File: src/hw/rtl/sfr_pkg.sv
// Shared constants and types for the sync frame receiver.
package sfr_pkg;

    // Gap timer counter width (range 8 to 32).
    localparam int GAP_TIMER_BITS = 24;

    localparam int BYTE_W      = 8;
    localparam int GAP_LIMIT_W = 24;
    localparam int CFG_DATA_W  = 24;
    localparam int CFG_INDEX_W = 1;
    localparam int RESULT_W    = 3 * BYTE_W;
    localparam int CMP_W       = (GAP_TIMER_BITS > GAP_LIMIT_W) ? GAP_TIMER_BITS : GAP_LIMIT_W;

    localparam logic [BYTE_W-1:0]      SYNC_RESET      = 8'h24;
    localparam logic [GAP_LIMIT_W-1:0] GAP_LIMIT_RESET = 24'd8000000;

    // Configuration register indexes.
    localparam logic [CFG_INDEX_W-1:0] REG_SYNC_VALUE = 1'b0;
    localparam logic [CFG_INDEX_W-1:0] REG_GAP_LIMIT  = 1'b1;

    // Input item kinds carried on tuser.
    localparam logic KIND_BYTE = 1'b0;
    localparam logic KIND_TICK = 1'b1;

    // Frame position, one-hot.
    typedef enum logic [4:0] {
        ST_SYNC = 5'b00001,
        ST_CMD  = 5'b00010,
        ST_ARG1 = 5'b00100,
        ST_ARG2 = 5'b01000,
        ST_SUM  = 5'b10000
    } frame_state_t;

endpackage

File: src/hw/rtl/sync_frame_receiver_with_timeout_core.sv
// Sync byte frame receiver with additive checksum and inter-byte gap timeout.
//
// Input stream (s_*): each transfer is either a received byte (s_tuser low,
// byte in s_tdata) or one tick of the gap timer (s_tuser high, s_tdata unused).
// A frame is five bytes: sync, command, first argument, second argument and
// checksum (8-bit wrapping sum of the first four). A frame with a good
// checksum yields one transfer on the result stream (m_*); a bad one is
// dropped. While a frame is open, ticks advance a saturating gap counter; if
// it has reached gap_limit when the command or an argument byte arrives, that
// byte is dropped and the receiver goes back to hunting for sync. The
// checksum byte is never timed out.
//
// Configuration (cfg_*): index 0 writes sync_value, index 1 writes gap_limit.
// cfg_ready is always high; write only while the stream is idle.
// Timing: one input register and one result register. A result reaches m_*
// once its checksum byte has passed both; one item is taken every cycle
// unless the input stage stalls, which it does only while it holds a
// completed frame and the result register is still full, so a stalled
// receiver holds the result and backs up s_tready; ticks and other bytes keep
// flowing past a waiting result. Synchronous active-low reset restores the
// register defaults, empties both stages and returns to sync hunting.
module sync_frame_receiver_with_timeout_core (
    input  logic                                 aclk,
    input  logic                                 aresetn,
    // Input stream
    input  logic                                 s_tvalid,
    output logic                                 s_tready,
    input  logic [sfr_pkg::BYTE_W-1:0]           s_tdata,  // [7:0] byte_value
    input  logic                                 s_tuser,  // [0] kind
    // Result stream
    output logic                                 m_tvalid,
    input  logic                                 m_tready,
    // [7:0] command, [15:8] first_arg, [23:16] second_arg
    output logic [sfr_pkg::RESULT_W-1:0]         m_tdata,
    // Configuration writes
    input  logic                                 cfg_valid,
    output logic                                 cfg_ready,
    input  logic [sfr_pkg::CFG_INDEX_W-1:0]      cfg_index,
    input  logic [sfr_pkg::CFG_DATA_W-1:0]       cfg_data
);

    // Configuration registers
    logic [sfr_pkg::BYTE_W-1:0]      sync_value_reg;
    logic [sfr_pkg::GAP_LIMIT_W-1:0] gap_limit_reg;

    // Input stage
    logic                            in_valid_reg;
    logic                            in_kind_reg;
    logic [sfr_pkg::BYTE_W-1:0]      in_byte_reg;

    // Frame state
    sfr_pkg::frame_state_t           state_reg, state_next;
    logic [sfr_pkg::BYTE_W-1:0]      sum_reg, sum_next;
    logic [sfr_pkg::BYTE_W-1:0]      cmd_reg, arg1_reg, arg2_reg;
    logic [sfr_pkg::GAP_TIMER_BITS-1:0] gap_count_reg, gap_count_next;
    logic                            expired_reg, expired_next;

    // Result stage
    logic                            out_valid_reg;
    logic [sfr_pkg::RESULT_W-1:0]    out_data_reg;

    logic                            frame_ok;
    logic                            advance;
    logic [sfr_pkg::GAP_TIMER_BITS-1:0] gap_inc;

    assign cfg_ready = 1'b1;
    assign s_tready  = !in_valid_reg || advance;
    assign m_tvalid  = out_valid_reg;
    assign m_tdata   = out_data_reg;

    // A good checksum byte completes a frame.
    assign frame_ok = in_valid_reg && (in_kind_reg == sfr_pkg::KIND_BYTE)
                      && (state_reg == sfr_pkg::ST_SUM) && (sum_reg == in_byte_reg);

    // Hold the stage only when its result has nowhere to go.
    assign advance = in_valid_reg && (!frame_ok || !out_valid_reg || m_tready);

    // Saturating increment of the gap counter.
    assign gap_inc = (&gap_count_reg) ? gap_count_reg : gap_count_reg + 1'b1;

    always_comb begin
        state_next     = state_reg;
        sum_next       = sum_reg;
        gap_count_next = gap_count_reg;
        expired_next   = expired_reg;
        if (in_kind_reg == sfr_pkg::KIND_TICK) begin
            // Timer runs only while a frame is open.
            if (state_reg != sfr_pkg::ST_SYNC) begin
                gap_count_next = gap_inc;
                if (sfr_pkg::CMP_W'(gap_inc) >= sfr_pkg::CMP_W'(gap_limit_reg)) begin
                    expired_next = 1'b1;
                end
            end
        end else begin
            // Every byte restarts the gap timer; the timeout test uses the old flag.
            gap_count_next = '0;
            expired_next   = 1'b0;
            case (state_reg)
                sfr_pkg::ST_CMD, sfr_pkg::ST_ARG1, sfr_pkg::ST_ARG2: begin
                    if (expired_reg) begin
                        state_next = sfr_pkg::ST_SYNC;
                    end else begin
                        sum_next = sum_reg + in_byte_reg;
                        case (state_reg)
                            sfr_pkg::ST_CMD:  state_next = sfr_pkg::ST_ARG1;
                            sfr_pkg::ST_ARG1: state_next = sfr_pkg::ST_ARG2;
                            default:          state_next = sfr_pkg::ST_SUM;
                        endcase
                    end
                end
                sfr_pkg::ST_SUM: begin
                    // Pass or fail, the frame ends here.
                    state_next = sfr_pkg::ST_SYNC;
                end
                default: begin
                    if (in_byte_reg == sync_value_reg) begin
                        sum_next   = in_byte_reg;
                        state_next = sfr_pkg::ST_CMD;
                    end else begin
                        state_next = sfr_pkg::ST_SYNC;
                    end
                end
            endcase
        end
    end

    // Configuration, input stage, frame control and result valid.
    always_ff @(posedge aclk) begin
        if (!aresetn) begin
            sync_value_reg <= sfr_pkg::SYNC_RESET;
            gap_limit_reg  <= sfr_pkg::GAP_LIMIT_RESET;
            in_valid_reg   <= 1'b0;
            state_reg      <= sfr_pkg::ST_SYNC;
            sum_reg        <= '0;
            gap_count_reg  <= '0;
            expired_reg    <= 1'b0;
            out_valid_reg  <= 1'b0;
        end else begin
            if (cfg_valid && cfg_ready) begin
                case (cfg_index)
                    sfr_pkg::REG_SYNC_VALUE: sync_value_reg <= cfg_data[sfr_pkg::BYTE_W-1:0];
                    sfr_pkg::REG_GAP_LIMIT:  gap_limit_reg  <= cfg_data[sfr_pkg::GAP_LIMIT_W-1:0];
                    default: ;
                endcase
            end
            if (s_tvalid && s_tready) begin
                in_valid_reg <= 1'b1;
            end else if (advance) begin
                in_valid_reg <= 1'b0;
            end
            if (advance) begin
                state_reg     <= state_next;
                sum_reg       <= sum_next;
                gap_count_reg <= gap_count_next;
                expired_reg   <= expired_next;
            end
            if (advance && frame_ok) begin
                out_valid_reg <= 1'b1;
            end else if (m_tready) begin
                out_valid_reg <= 1'b0;
            end
        end
    end

    // Payload registers.
    always_ff @(posedge aclk) begin
        if (s_tvalid && s_tready) begin
            in_kind_reg <= s_tuser;
            in_byte_reg <= s_tdata;
        end
        if (advance && (in_kind_reg == sfr_pkg::KIND_BYTE) && !expired_reg) begin
            case (state_reg)
                sfr_pkg::ST_CMD:  cmd_reg  <= in_byte_reg;
                sfr_pkg::ST_ARG1: arg1_reg <= in_byte_reg;
                sfr_pkg::ST_ARG2: arg2_reg <= in_byte_reg;
                default: ;
            endcase
        end
        if (advance && frame_ok) begin
            out_data_reg <= {arg2_reg, arg1_reg, cmd_reg};
        end
    end

    // Frame position stays one-hot.
    a_state_onehot: assert property (@(posedge aclk) disable iff (!aresetn)
        $onehot(state_reg))
        else $error("frame state not one-hot");

    // The gap timer is idle while hunting for sync.
    a_timer_idle: assert property (@(posedge aclk) disable iff (!aresetn)
        (state_reg == sfr_pkg::ST_SYNC) |-> (gap_count_reg == '0) && !expired_reg)
        else $error("gap timer running outside a frame");

    // A waiting result is never overwritten.
    a_no_overwrite: assert property (@(posedge aclk) disable iff (!aresetn)
        (out_valid_reg && !m_tready) |-> !(advance && frame_ok))
        else $error("result overwritten before transfer");

    // A completed frame returns the receiver to sync hunting.
    a_frame_end: assert property (@(posedge aclk) disable iff (!aresetn)
        (advance && frame_ok) |=> (state_reg == sfr_pkg::ST_SYNC) && out_valid_reg)
        else $error("frame end not handled");

endmodule
File: config.mk
export PLATFORM = sky130hd
export DESIGN_NAME = sync_frame_receiver_with_timeout_core
export DESIGN_NICKNAME = d
export VERILOG_FILES = /design/src/hw/rtl/sfr_pkg.sv /design/src/hw/rtl/sync_frame_receiver_with_timeout_core.sv
export SDC_FILE = /design/constraint.sdc
export NUM_CORES = 1
export LEC_CHECK = 0
export ABC_AREA = 1
export BUFFER_PORTS_ARGS = -buffer_cell sky130_fd_sc_hd__buf_2
export CORE_MARGIN = 2
export CORE_UTILIZATION = 30
export DETAILED_ROUTE_END_ITERATION = 7
export GPL_ROUTABILITY_DRIVEN = 0
export GPL_TIMING_DRIVEN = 0
export PLACE_DENSITY = 0.48
export SYNTH_ARGS = -nofsm -noshare
export SYNTH_HDL_FRONTEND = slang
export SYNTH_SLANG_ARGS = --single-unit
File: constraint.sdc
create_clock -name aclk -period 5.1 [get_ports aclk]
set_clock_uncertainty 0.15 [all_clocks]
set_input_delay 0.255 -clock aclk [delete_from_list [all_inputs] [get_ports aclk]]
set_output_delay 0.255 -clock aclk [all_outputs]
set_load 0.01 [all_outputs]
# Yosys cells after proc, flatten, opt, wreduce, memory -nomap -nowiden
# Cells that the tools add are included.
# op_classes
addsub,2
n_mul,0
n_div,0
n_lt_le_gt_ge,1
eq_ne,10
shifts,0
muxes,17
bitwise_logic,3
n_reduce_logical,29
# ops
operator,count
$mux 24,3
$add 24x1->24 const B,1
$ge 24x24->1,1
$reduce_and 24->1,1
$pmux 5 s2,2
$eq 8x8->1,2
$mux 8,2
$pmux 8 s2,1
$reduce_and 2->1,7
$add 8x8->8,1
$logic_and 1x1->1,8
$mux 1,7
$reduce_bool 2->1,3
$eq 5x2->1 const B,1
$eq 5x3->1 const B,1
$eq 5x4->1 const B,1
$eq 5x5->1 const B,1
$mux 5,1
$ne 5x1->1 const B,1
$reduce_and 5->1,1
$logic_not 1->1,4
$ne 2x1->1 const B,2
$logic_or 1x1->1,3
$not 1->1,3
4 further kinds,4
# totals
regBits,129
latch_bits,0
mem_bits_rw,0
mem_bits_ro,0
in_bits,39
output_inout_bits,27
elab_cells,76
n_memories,0

# Logic depth before layout (Yosys ltp)
# Gate-level depths: netlist of run 1.
# logic_depth
ltp_word,11
mapped_depth,21
mapped_depth_nobuf,21

# Worst setup path before layout of run 1
# No wires, ideal clock.
# synth_timing
path_kind,register to register
start,reg in_byte_reg[2] (netlist bit)
end,reg out_data_reg (netlist bit m_tdata[0]) (enable)
setup_ns,0.406
t_arrival_ns,2.335
required_ns,4.544
slack_ns,2.208
path_stages_with_launch,6
n_path_buf,1
period_less_slack_ns,2.892
cell_sequence,edfxtp_1 ha_1 buf_2 nor4_1 nand4_1 nor2_1
# synth_between
elab_chain_len,7
# synth_lines
item,line_no,source
from (decl),sync_frame_receiver_with_timeout_core.sv:49,logic [sfr_pkg::BYTE_W-1:0] in_byte_reg;
from (signal assigned),sync_frame_receiver_with_timeout_core.sv:169,in_byte_reg <= s_tdata;
$eq 8x8->1 *,sync_frame_receiver_with_timeout_core.sv:73,&& (state_reg == sfr_pkg::ST_SUM) && (sum_reg == in_byte_reg);
$logic_and 1x1->1 *,sync_frame_receiver_with_timeout_core.sv:73,
$logic_not 1->1,sync_frame_receiver_with_timeout_core.sv:76,assign advance = in_valid_reg && (!frame_ok || !out_valid_reg || m_tready);
$logic_or 1x1->1 (2 in series),sync_frame_receiver_with_timeout_core.sv:76,
$logic_and 1x1->1,sync_frame_receiver_with_timeout_core.sv:76,
$logic_and 1x1->1 *,sync_frame_receiver_with_timeout_core.sv:179,if (advance && frame_ok) begin
to (signal assigned),sync_frame_receiver_with_timeout_core.sv:180,"out_data_reg <= {arg2_reg, arg1_reg, cmd_reg};"
to (decl),sync_frame_receiver_with_timeout_core.sv:60,logic [sfr_pkg::RESULT_W-1:0] out_data_reg;
# Every way passes the cells marked *; elsewhere a longest branch is shown, timed or not.
# A chain may end at the register's enable or synchronous reset.

# Worst setup path after layout of run 1
# layout_timing
start,reg gap_count_reg[0] (netlist bit)
end,reg expired_reg
# layout_between
elab_chain_len,5
word_cells_on_any_way,6
classes_between,1 x add/sub; 1 x order compare; 1 x eq/ne; 1 x mux; 2 x reduce/logical
# layout_lines
item,line_no,source
from (decl),sync_frame_receiver_with_timeout_core.sv:55,"logic [sfr_pkg::GAP_TIMER_BITS-1:0] gap_count_reg, gap_count_next;"
from (signal assigned),sync_frame_receiver_with_timeout_core.sv:154,gap_count_reg <= gap_count_next;
$add 24x1->24 / $reduce_and 24->1 (equally long branches),sync_frame_receiver_with_timeout_core.sv:79,assign gap_inc = (&gap_count_reg) ? gap_count_reg : gap_count_reg + 1'b1;
$mux 24 *,sync_frame_receiver_with_timeout_core.sv:79,
$ge 24x24->1 *,sync_frame_receiver_with_timeout_core.sv:90,if (sfr_pkg::CMP_W'(gap_inc) >= sfr_pkg::CMP_W'(gap_limit_reg)) begin
$ne 2x1->1 (no source line) *,-,
$reduce_and 3->1 (no source line) *,-,
to (signal assigned),sync_frame_receiver_with_timeout_core.sv:155,expired_reg <= expired_next;
to (decl),sync_frame_receiver_with_timeout_core.sv:56,"logic expired_reg, expired_next;"
# Marks and branches as above.

==> results.txt, run 1 <==
----------------------------------------------------
[Global route]
  Via count of the first global-routing pass ... around 5100
  Total Routing Usage GR ... 0.151
  Wire length of the first global-routing pass ... approximately 26000 µm
  Total congestion overflow ... 0
  Largest net degree at the start of global routing ... 20
  Initial antenna violation count ... 0

[Pwr]
  Maximum VDD drop ... 0.000228 V
  Switching Fraction ... 0.258
  Psw ... between 0.0006 and 0.0007 W
  Internal power component ... ~0.0019 W
  Relative contribution of the clock network to total power ... 0.492
  Power per cell area ... roughly 310 nW/µm²
  Static leakage ... ~3.5 nW
  Share of power burned in combinational logic ... 0.064
  Fraction of power consumed by sequential logic ... 0.444

[Critical path]
  Max stage delay cell, worst path ... sky130_fd_sc_hd__dfxtp_1
  R2r worst-path depth ... 17
  Biggest fanout along the worst timing path ... 10
  Peak per-stage delay on the critical path ... around 470 ps
  Number of cells on the critical path ... 17
  Nature of the critical path endpoint ... register
  Crit Path Category ... register to register
  Top delay family on crit path ... simple AND/OR/NAND/NOR gates
  Data required time of the critical path ... around 5300 ps
  Cell chain of the critical path ... ha_1 > nand2_1 > nor2_2 > nand2_1 > nor2_2 > nand2_2 > buf_2 > nand2_1 > ha_1 > nand2_1 > nand2_1 > nand3_1 > nand2_1 > a21oi_1 > nand4_1 > nand2_1 > a21oi_1
  First element of the critical path ... gap_count_reg[0]$_SDFFE_PN0P_
  Capture instance of the worst register-to-register path ... expired_reg$_SDFFE_PN0P_
  CP arrival ... ~3300 ps
  Critical path capture point ... expired_reg$_SDFFE_PN0P_
  Number of buffers and inverters on the critical path ... 1
  Cell mode on critical path ... sky130_fd_sc_hd__nand2_1
  Setup slack on the worst flop-to-flop path ... slightly above 2000 ps
  R2r startpoint ... gap_count_reg[0]$_SDFFE_PN0P_
  Crit start category ... register

[Synthesis]
  Seq cells post-synth ... around 130
  Largest cells by area after synthesis ... sky130_fd_sc_hd__edfxtp_1, sky130_fd_sc_hd__dfxtp_1, sky130_fd_sc_hd__nand2_1, sky130_fd_sc_hd__ha_1, sky130_fd_sc_hd__a21oi_1
  Library cell with the highest instance count after synthesis ... sky130_fd_sc_hd__nand2_1
  Ys flop type ... sky130_fd_sc_hd__dfxtp_1
  Portion of the post-synthesis area used by sequential elements ... 0.492
  Number of distinct library cells after synthesis ... 39
  Synthesized area ... 6410 µm²
  Count of synthesis-stage warnings from yosys ... 0
  Fraction of the mapped netlist area in compound gates ... 0.0902
  Dominant combinational cell family by area after synthesis ... simple AND/OR/NAND/NOR gates
  Multiplexer fraction of the synthesized cell area ... 0
  Async set-reset flop share out of synthesis ... 0
  EDFF count, synth ... 57
  Gate Count Post-Synth ... approximately 780
  Post-Syn Nets ... 850
  Synthesized area per cell ... around 8 µm²
  Xor and xnor area share after synthesis ... 0.0328
  Dominant cell type by area after synthesis ... sky130_fd_sc_hd__edfxtp_1
  Area share of the largest cell type after synthesis ... 0.267
  Most frequent cells after synthesis ... sky130_fd_sc_hd__nand2_1, sky130_fd_sc_hd__inv_1, sky130_fd_sc_hd__dfxtp_1
  Post-synthesis adder-cell area fraction ... 0.0656
  Area share of and/or/nand/nor cells after synthesis ... 0.247

[CTS]
  Clock insertion delay at the later pin of the skew report ... approximately 430 ps
  TritonCTS sink count ... 129
  Cts repair resizes ... 0
  Clock transition at path regs ... around 70 ps
  Number of clock buffers inserted by TritonCTS ... 17
  Maximum clock path buffer count ... 2
  TritonCTS clock tree ... yes
  H-tree level count ... 4
  Root Buffer ... sky130_fd_sc_hd__clkbuf_16

[Routing]
  First-pass DRT Iterations ... 4
  Final Routed Wirelength ... roughly 16000 µm
  DRC ... 0
  Via density per instance ... about 4.4
  Routed Antenna Nets ... 0
  1st-iter DRT viols ... between 200 and 300
  Post-DR wirelength/cell ... around 13 µm
  Total via count in the routed design ... roughly 5200

[Timing]
  Ratio of final minimum period to clock period ... 0.605
  Total count of hold-check failures in the final report ... 0
  Setup total negative slack ... 0 ps
  Unrepaired setup endpoints after global routing ... false
  Least-Margin Pin Slew ... between 600 and 700 ps
  Finish-stage setup viols ... 0
  Final Max Tran Viols ... 0
  Final hold slack ... 12.8 ps
  Final critical delay including setup and external delays ... roughly 3100 ps
  Highest Clock Rate ... 0.324 GHz
  Remaining max-slew budget at the tightest pin ... 0.588

[Placed design]
  Detailed placer's ending HPWL ... between 10000 and 15000 µm
  Number of buffer cells added on primary ports ... between 60 and 70

[Die]
  Initial core utilization ... 0.305
  Die Width ... roughly 150 µm
  I/O pin count ... 66
  Die area ... about 23000 µm²
  Die Y ... ~150 µm
  Cell Rows ... 53
  Placeable core area ... around 21000 µm²

[Finish]
  Layout Nets ... 970
  Fill cell total of the finished layout ... 2187
  Synth-to-layout area growth ... 25.7%
  Count of inserted antenna diode cells ... 0
  Ratio of cells with drive above 1 in the final layout ... 0.142

[Status]
  Run status ... complete, no violations

[Min path]
  Tightest Hold Check Type ... primary input to register
  Source of the worst hold timing path ... cfg_data[23]
  Instance count along the most critical hold path ... 3

[Run]
  Max-capacitance violation count ... 0

----------------------------------------------------
how the worst min path moves through the flow:
| stage | end | slack, ps |
|---|---|---|
| final | gap_limit_reg[23]$_SDFFE_PN0P_ | 10 |
| after global placement | m_tdata[10]$_DFFE_PP_ | 250 |
| after detailed placement | m_tdata[3]$_DFFE_PP_ | 250 |
| after CTS | gap_limit_reg[23]$_SDFFE_PN0P_ | 6 |
| after global routing | gap_limit_reg[23]$_SDFFE_PN0P_ | 30 |
| after floorplan | in_byte_reg[0]$_DFFE_PP_ | 200 |
kinds of logic (layout without fill, tap and decap cells):
logic type	Yosys count	after routing
buf+inv	114	247
compound gates	110	110
simple gates	367	367
fa+ha+maj	33	33
xor+xnor	24	24
flops	129	129
other cells	1	1
cell type report:
type	instances	area (µm²)	share of cell area
buffer	22	114	0.0141
clock buffer	17	425	0.0528
clock inverter	15	181	0.0225
inverter	92	345	0.0428
multi-input combinational	535	2800	0.348
sequential	129	3150	0.391
tap	275	344	0.0427
timing repair buffer	101	696	0.0863
power groups by stage:
| stage | registers (W) | logic [W] | clock network (W) |
|---|---|---|---|
| after floorplan | 0.00114 | 0.0000954 | 0 |
| after global placement | 0.00114 | 0.000142 | 0 |
| after detailed placement | 0.00114 | 0.000143 | 0 |
| after CTS | 0.00112 | 0.000166 | 0.00128 |
| after global routing | 0.00112 | 0.000187 | 0.00133 |
| final | 0.00112 | 0.000163 | 0.00124 |
per-stage QoR:
step / total power (W) / cells / setup slack [ps] / area (µm²) / util
after floorplan: 0.00123 / 778 / 2210 / 6410 / -
after global placement: 0.00129 / 1117 / 1370 / 7080 / 0.337
after detailed placement: 0.00129 / 1118 / 2040 / 7090 / 0.337
after CTS: 0.00257 / 1186 / 2020 / 8060 / 0.383
after global routing: 0.00264 / 1186 / 1710 / 8060 / 0.383
final: 0.00253 / 1186 / 2010 / 8060 / 0.383
worst register-to-register path, delay by kind of cell, from the launching register on:
family / cells / cell delay (ps)
compound gates: 2 / 250
fa+ha+maj: 2 / 570
buf+inv: 1 / 200
simple gates: 12 / 1330
flops: 1 / 470
metal layers:
layer,share of wire,track usage,up-vias
met5,0,0,-
met4,0.024,0.0618,0
met3,0.034,0.0382,21
met2,0.49,0.261,92
met1,0.45,0.178,2338
li1,-,-,2771
cell usage in the layout (no fill, tap or decap), types with 3 or more instances in the layout:
master                          netlist  routed
sky130_fd_sc_hd__ha_1                32      32
sky130_fd_sc_hd__clkbuf_16            0      17
sky130_fd_sc_hd__inv_8                0       6
sky130_fd_sc_hd__o211ai_1             8       8
sky130_fd_sc_hd__nand3_1             33      33
sky130_fd_sc_hd__a21oi_1             67      67
sky130_fd_sc_hd__nand2_1            230     230
sky130_fd_sc_hd__xnor2_1             10      10
sky130_fd_sc_hd__dfxtp_1             72      72
sky130_fd_sc_hd__clkbuf_1             9       9
sky130_fd_sc_hd__edfxtp_1            57      57
sky130_fd_sc_hd__inv_1               89      89
sky130_fd_sc_hd__nand2_2              3       3
sky130_fd_sc_hd__o21ai_0             30      30
sky130_fd_sc_hd__dlygate4sd3_1        0      36
sky130_fd_sc_hd__nor2_2               4       5
sky130_fd_sc_hd__buf_2                7      71
sky130_fd_sc_hd__nor2_1              69      68
sky130_fd_sc_hd__inv_6                0       4
sky130_fd_sc_hd__xor2_1              14      14
sky130_fd_sc_hd__nand4_1             12      12
timing repair:
action                                 in CTS  in global routing
endpoints found under the hold margin      38                  0
hold buffers                               36                  0
buffers inserted                            0                  0
(Power assumes the default switching activity.)
==> run 2, diff against run 1 <==
Settings changed: ABC_AREA 1 to 0, PLACE_DENSITY 0.48 to 0.5.
Clock period 5.1 ns to 2.75 ns, I/O delays scaled along.
==> results.txt, run 2 <==
----------------------------------------------------
[Critical path]
  Data required time of the critical path ... 2920 ps (-2350 ps)
  CP arrival ... 3380 ps (+130 ps)
  Nature of the critical path endpoint ... register
  Crit Path Category ... register to register
  Crit start category ... register
  Biggest fanout along the worst timing path ... 8 (-2)

[Pwr]
  Static leakage ... 3.31 nW (-5.2%)
  Maximum VDD drop ... 0.000391 V (+72%)
  Power per cell area ... 548 nW/µm² (+75%)
  Tot Pwr ... 0.00456 W (+80%)

[Routing]
  Post-DR wirelength/cell ... 15.1 µm (+13%)
  Total via count in the routed design ... 5016 (-3.9%)
  Routed Antenna Nets ... 0 (unchanged)
  DRC ... 0 (unchanged)
  1st-iter DRT viols ... 290 (+9.0%)
  Via density per instance ... 4.79 (+8.8%)
  Final Routed Wirelength ... 15800 µm (-0.43%)
  First-pass DRT Iterations ... 4 (unchanged)

[Synthesis]
  Portion of the post-synthesis area used by sequential elements ... 0.511 (+0.0191)
  Area share of the largest cell type after synthesis ... 0.277 (+0.0104)
  Async set-reset flop share out of synthesis ... 0 (unchanged)
  Library cell with the highest instance count after synthesis ... sky130_fd_sc_hd__nand2_1
  Number of distinct library cells after synthesis ... 61 (+56%)
  Gate Count Post-Synth ... 614 (-21%)
  Dominant cell type by area after synthesis ... sky130_fd_sc_hd__edfxtp_1
  Count of synthesis-stage warnings from yosys ... 0 (unchanged)
  Most frequent cells after synthesis ... sky130_fd_sc_hd__nand2_1, sky130_fd_sc_hd__dfxtp_1, sky130_fd_sc_hd__edfxtp_1
  Post-Syn Nets ... 686 (-19%)
  EDFF count, synth ... 57 (unchanged)
  Ys flop type ... sky130_fd_sc_hd__dfxtp_1
  Synthesized area ... 6170 µm² (-3.7%)
  Synthesized area per cell ... 10.1 µm² (+22%)
  Seq cells post-synth ... 129 (unchanged)
  Largest cells by area after synthesis ... sky130_fd_sc_hd__edfxtp_1, sky130_fd_sc_hd__dfxtp_1, sky130_fd_sc_hd__ha_1, sky130_fd_sc_hd__nand2_1, sky130_fd_sc_hd__a21oi_1

[Global route]
  Largest net degree at the start of global routing ... 17 (-15%)
  Total congestion overflow ... 0 (unchanged)
  Total Routing Usage GR ... 0.149 (-0.00179)
  Via count of the first global-routing pass ... 4873 (-4.5%)
  Wire length of the first global-routing pass ... 24800 µm (-3.6%)
  Initial antenna violation count ... 0 (unchanged)

[Finish]
  Count of inserted antenna diode cells ... 0 (unchanged)
  Fill cell total of the finished layout ... 1955 (-11%)
  Seq. cell area ... 3200 µm² (+1.5%)
  Post-layout utilization of the core ... 0.411 (+0.0273)
  Total area of multi-input combinational cells ... 2940 µm² (+4.8%)
  Ratio of cells with drive above 1 in the final layout ... 0.260 (+0.118)
  Synth-to-layout area growth ... 34.7%
  Most frequent standard cell in the layout excluding fill and tap cells ... sky130_fd_sc_hd__nand2_1
  Layout Nets ... 836 (-14%)
  Commonest cells after routing, fill and taps aside ... sky130_fd_sc_hd__nand2_1, sky130_fd_sc_hd__buf_2, sky130_fd_sc_hd__edfxtp_1

[Status]
  Violated checks ... negative setup slack
  Run status ... finished, violations left

[Die]
  Die Y ... 147 µm (-1.8%)
  Cell Rows ... 52 (-1.9%)
  Placeable core area ... 20200 µm² (-3.7%)
  Die Width ... 147 µm (-1.8%)
  I/O pin count ... 66 (unchanged)
  Initial core utilization ... 0.305 (about the same)
  Die area ... 21700 µm² (-3.6%)

[Timing]
  Smallest setup slack after layout ... -455 ps (-2470 ps)
  Final hold slack ... 62.9 ps (+50.1 ps)
  Ratio of final minimum period to clock period ... 1.17 (+0.560)
  Total count of hold-check failures in the final report ... 0 (unchanged)
  Final Max Tran Viols ... 0 (unchanged)
  Unrepaired setup endpoints after global routing ... true
  Highest Clock Rate ... 0.312 GHz (-3.7%)
  Least-Margin Pin Slew ... 867 ps (+249 ps)
  Remaining max-slew budget at the tightest pin ... 0.420 (-0.168)
  Final critical delay including setup and external delays ... 3210 ps (+117 ps)
  Finish-stage setup viols ... 1 (+1)

[CTS]
  Maximum clock path buffer count ... 2 (unchanged)
  TritonCTS clock tree ... yes
  TritonCTS sink count ... 129 (unchanged)
  H-tree level count ... 4 (unchanged)
  Clock insertion delay at the later pin of the skew report ... 430 ps (about the same)
  Clock transition at path regs ... 60 ps (about the same)
  Root Buffer ... sky130_fd_sc_hd__clkbuf_16
  Number of clock buffers inserted by TritonCTS ... 17 (unchanged)

[Min path]
  Tightest Hold Check Type ... primary input to register

[Run]
  Max-capacitance violation count ... 0 (unchanged)

[Placed design]
  Pre-CTS setup slack ... -794 ps (-2840 ps)
  Number of buffer cells added on primary ports ... 63 (-1.6%)
  Detailed placer's ending HPWL ... 10800 µm (-8.6%)

----------------------------------------------------
run 2: logic make-up (layout without fill, tap and decap cells):
logic type,after synthesis,after routing,share of synthesized area
buffers and inverters,64,226,0.0456
other,1,1,0.000608
XOR/XNOR,33,33,0.0468
AND/OR/NAND/NOR,200,201,0.165
adder cells (fa/ha/maj),33,33,0.0681
AO/OA/AOI/OAI,151,151,0.158
flip-flops,129,129,0.511
multiplexers,3,3,0.00487
run 2: metrics by stage:
stage / instances / TNS (ps) / instance area [µm²]
2_1_floorplan: 614 / -193 / 6230
3_3_place_gp: 947 / -14330 / 6880
3_5_place_dp: 947 / -13900 / 6880
4_1_cts: 1033 / -633 / 8130
5_1_grt: 1047 / -634 / 8310
6_report: 1047 / -455 / 8310
run 2: timing repair:
| item | CTS | global route |
|---|---|---|
| cloned | 3 | 0 |
| setup endpoints to repair | 82 | 86 |
| endpoints found under the hold margin | 42 | 0 |
| setup buffers | 18 | 19 |
| resized for setup | 54 | 27 |
| pin swaps | 13 | 16 |
| hold buffers | 34 | 0 |
run 2: final timing paths:
| kind | startpoint | end | slack, ps | depth (start not counted) |
|---|---|---|---|---|
| worst max-delay path | gap_count_reg[1]$_SDFFE_PN0P_ | expired_reg$_SDFFE_PN0P_ | -460 | 15 |
| worst min-delay path | cfg_valid | gap_limit_reg[0]$_SDFFE_PN0P_ | 60 | 4 |
| worst max register to register | gap_count_reg[1]$_SDFFE_PN0P_ | expired_reg$_SDFFE_PN0P_ | -460 | 15 |
| worst min register to register | cmd_reg[6]$_DFFE_PP_ | m_tdata[6]$_DFFE_PP_ | 270 | 0 |
run 2: power by group:
part	switching, W	internal (W)	total (W)	leakage [nW]
clock network	0.000915	0.00127	0.00219	0.273
registers	0.0000304	0.00203	0.00206	1.12
logic	0.000171	0.000143	0.000314	1.91
run 2: layout make-up:
type,count,area share
clock inverter,14,0.0181
sequential,129,0.385
clock buffer,18,0.0516
tap,270,0.0407
inverter,36,0.0172
buffer,23,0.0151
multi-input combinational,422,0.353
timing repair buffer,135,0.119
run 2: critical path, stage by stage (launching register included):
cell and delay, ps:
sky130_fd_sc_hd__dfxtp_4 390, sky130_fd_sc_hd__ha_4 170, sky130_fd_sc_hd__inv_2 50, sky130_fd_sc_hd__nor4b_4 280
sky130_fd_sc_hd__buf_6 170, sky130_fd_sc_hd__a311oi_4 80, sky130_fd_sc_hd__buf_6 150, sky130_fd_sc_hd__nand3_1 110
sky130_fd_sc_hd__xnor2_1 120, sky130_fd_sc_hd__ha_1 310, sky130_fd_sc_hd__nand4_1 130, sky130_fd_sc_hd__nor2_1 140
sky130_fd_sc_hd__o2111ai_1 110, sky130_fd_sc_hd__o21ai_1 220, sky130_fd_sc_hd__o21ai_1 130, sky130_fd_sc_hd__a2111oi_1 360
run 2: per-layer routing:
metal	vias up	track usage	routed length [µm]
met4	0	0.0644	388
met3	27	0.0410	629
met2	105	0.262	8130
met5	-	0	0
li1	2516	-	-
met1	2368	0.169	6670
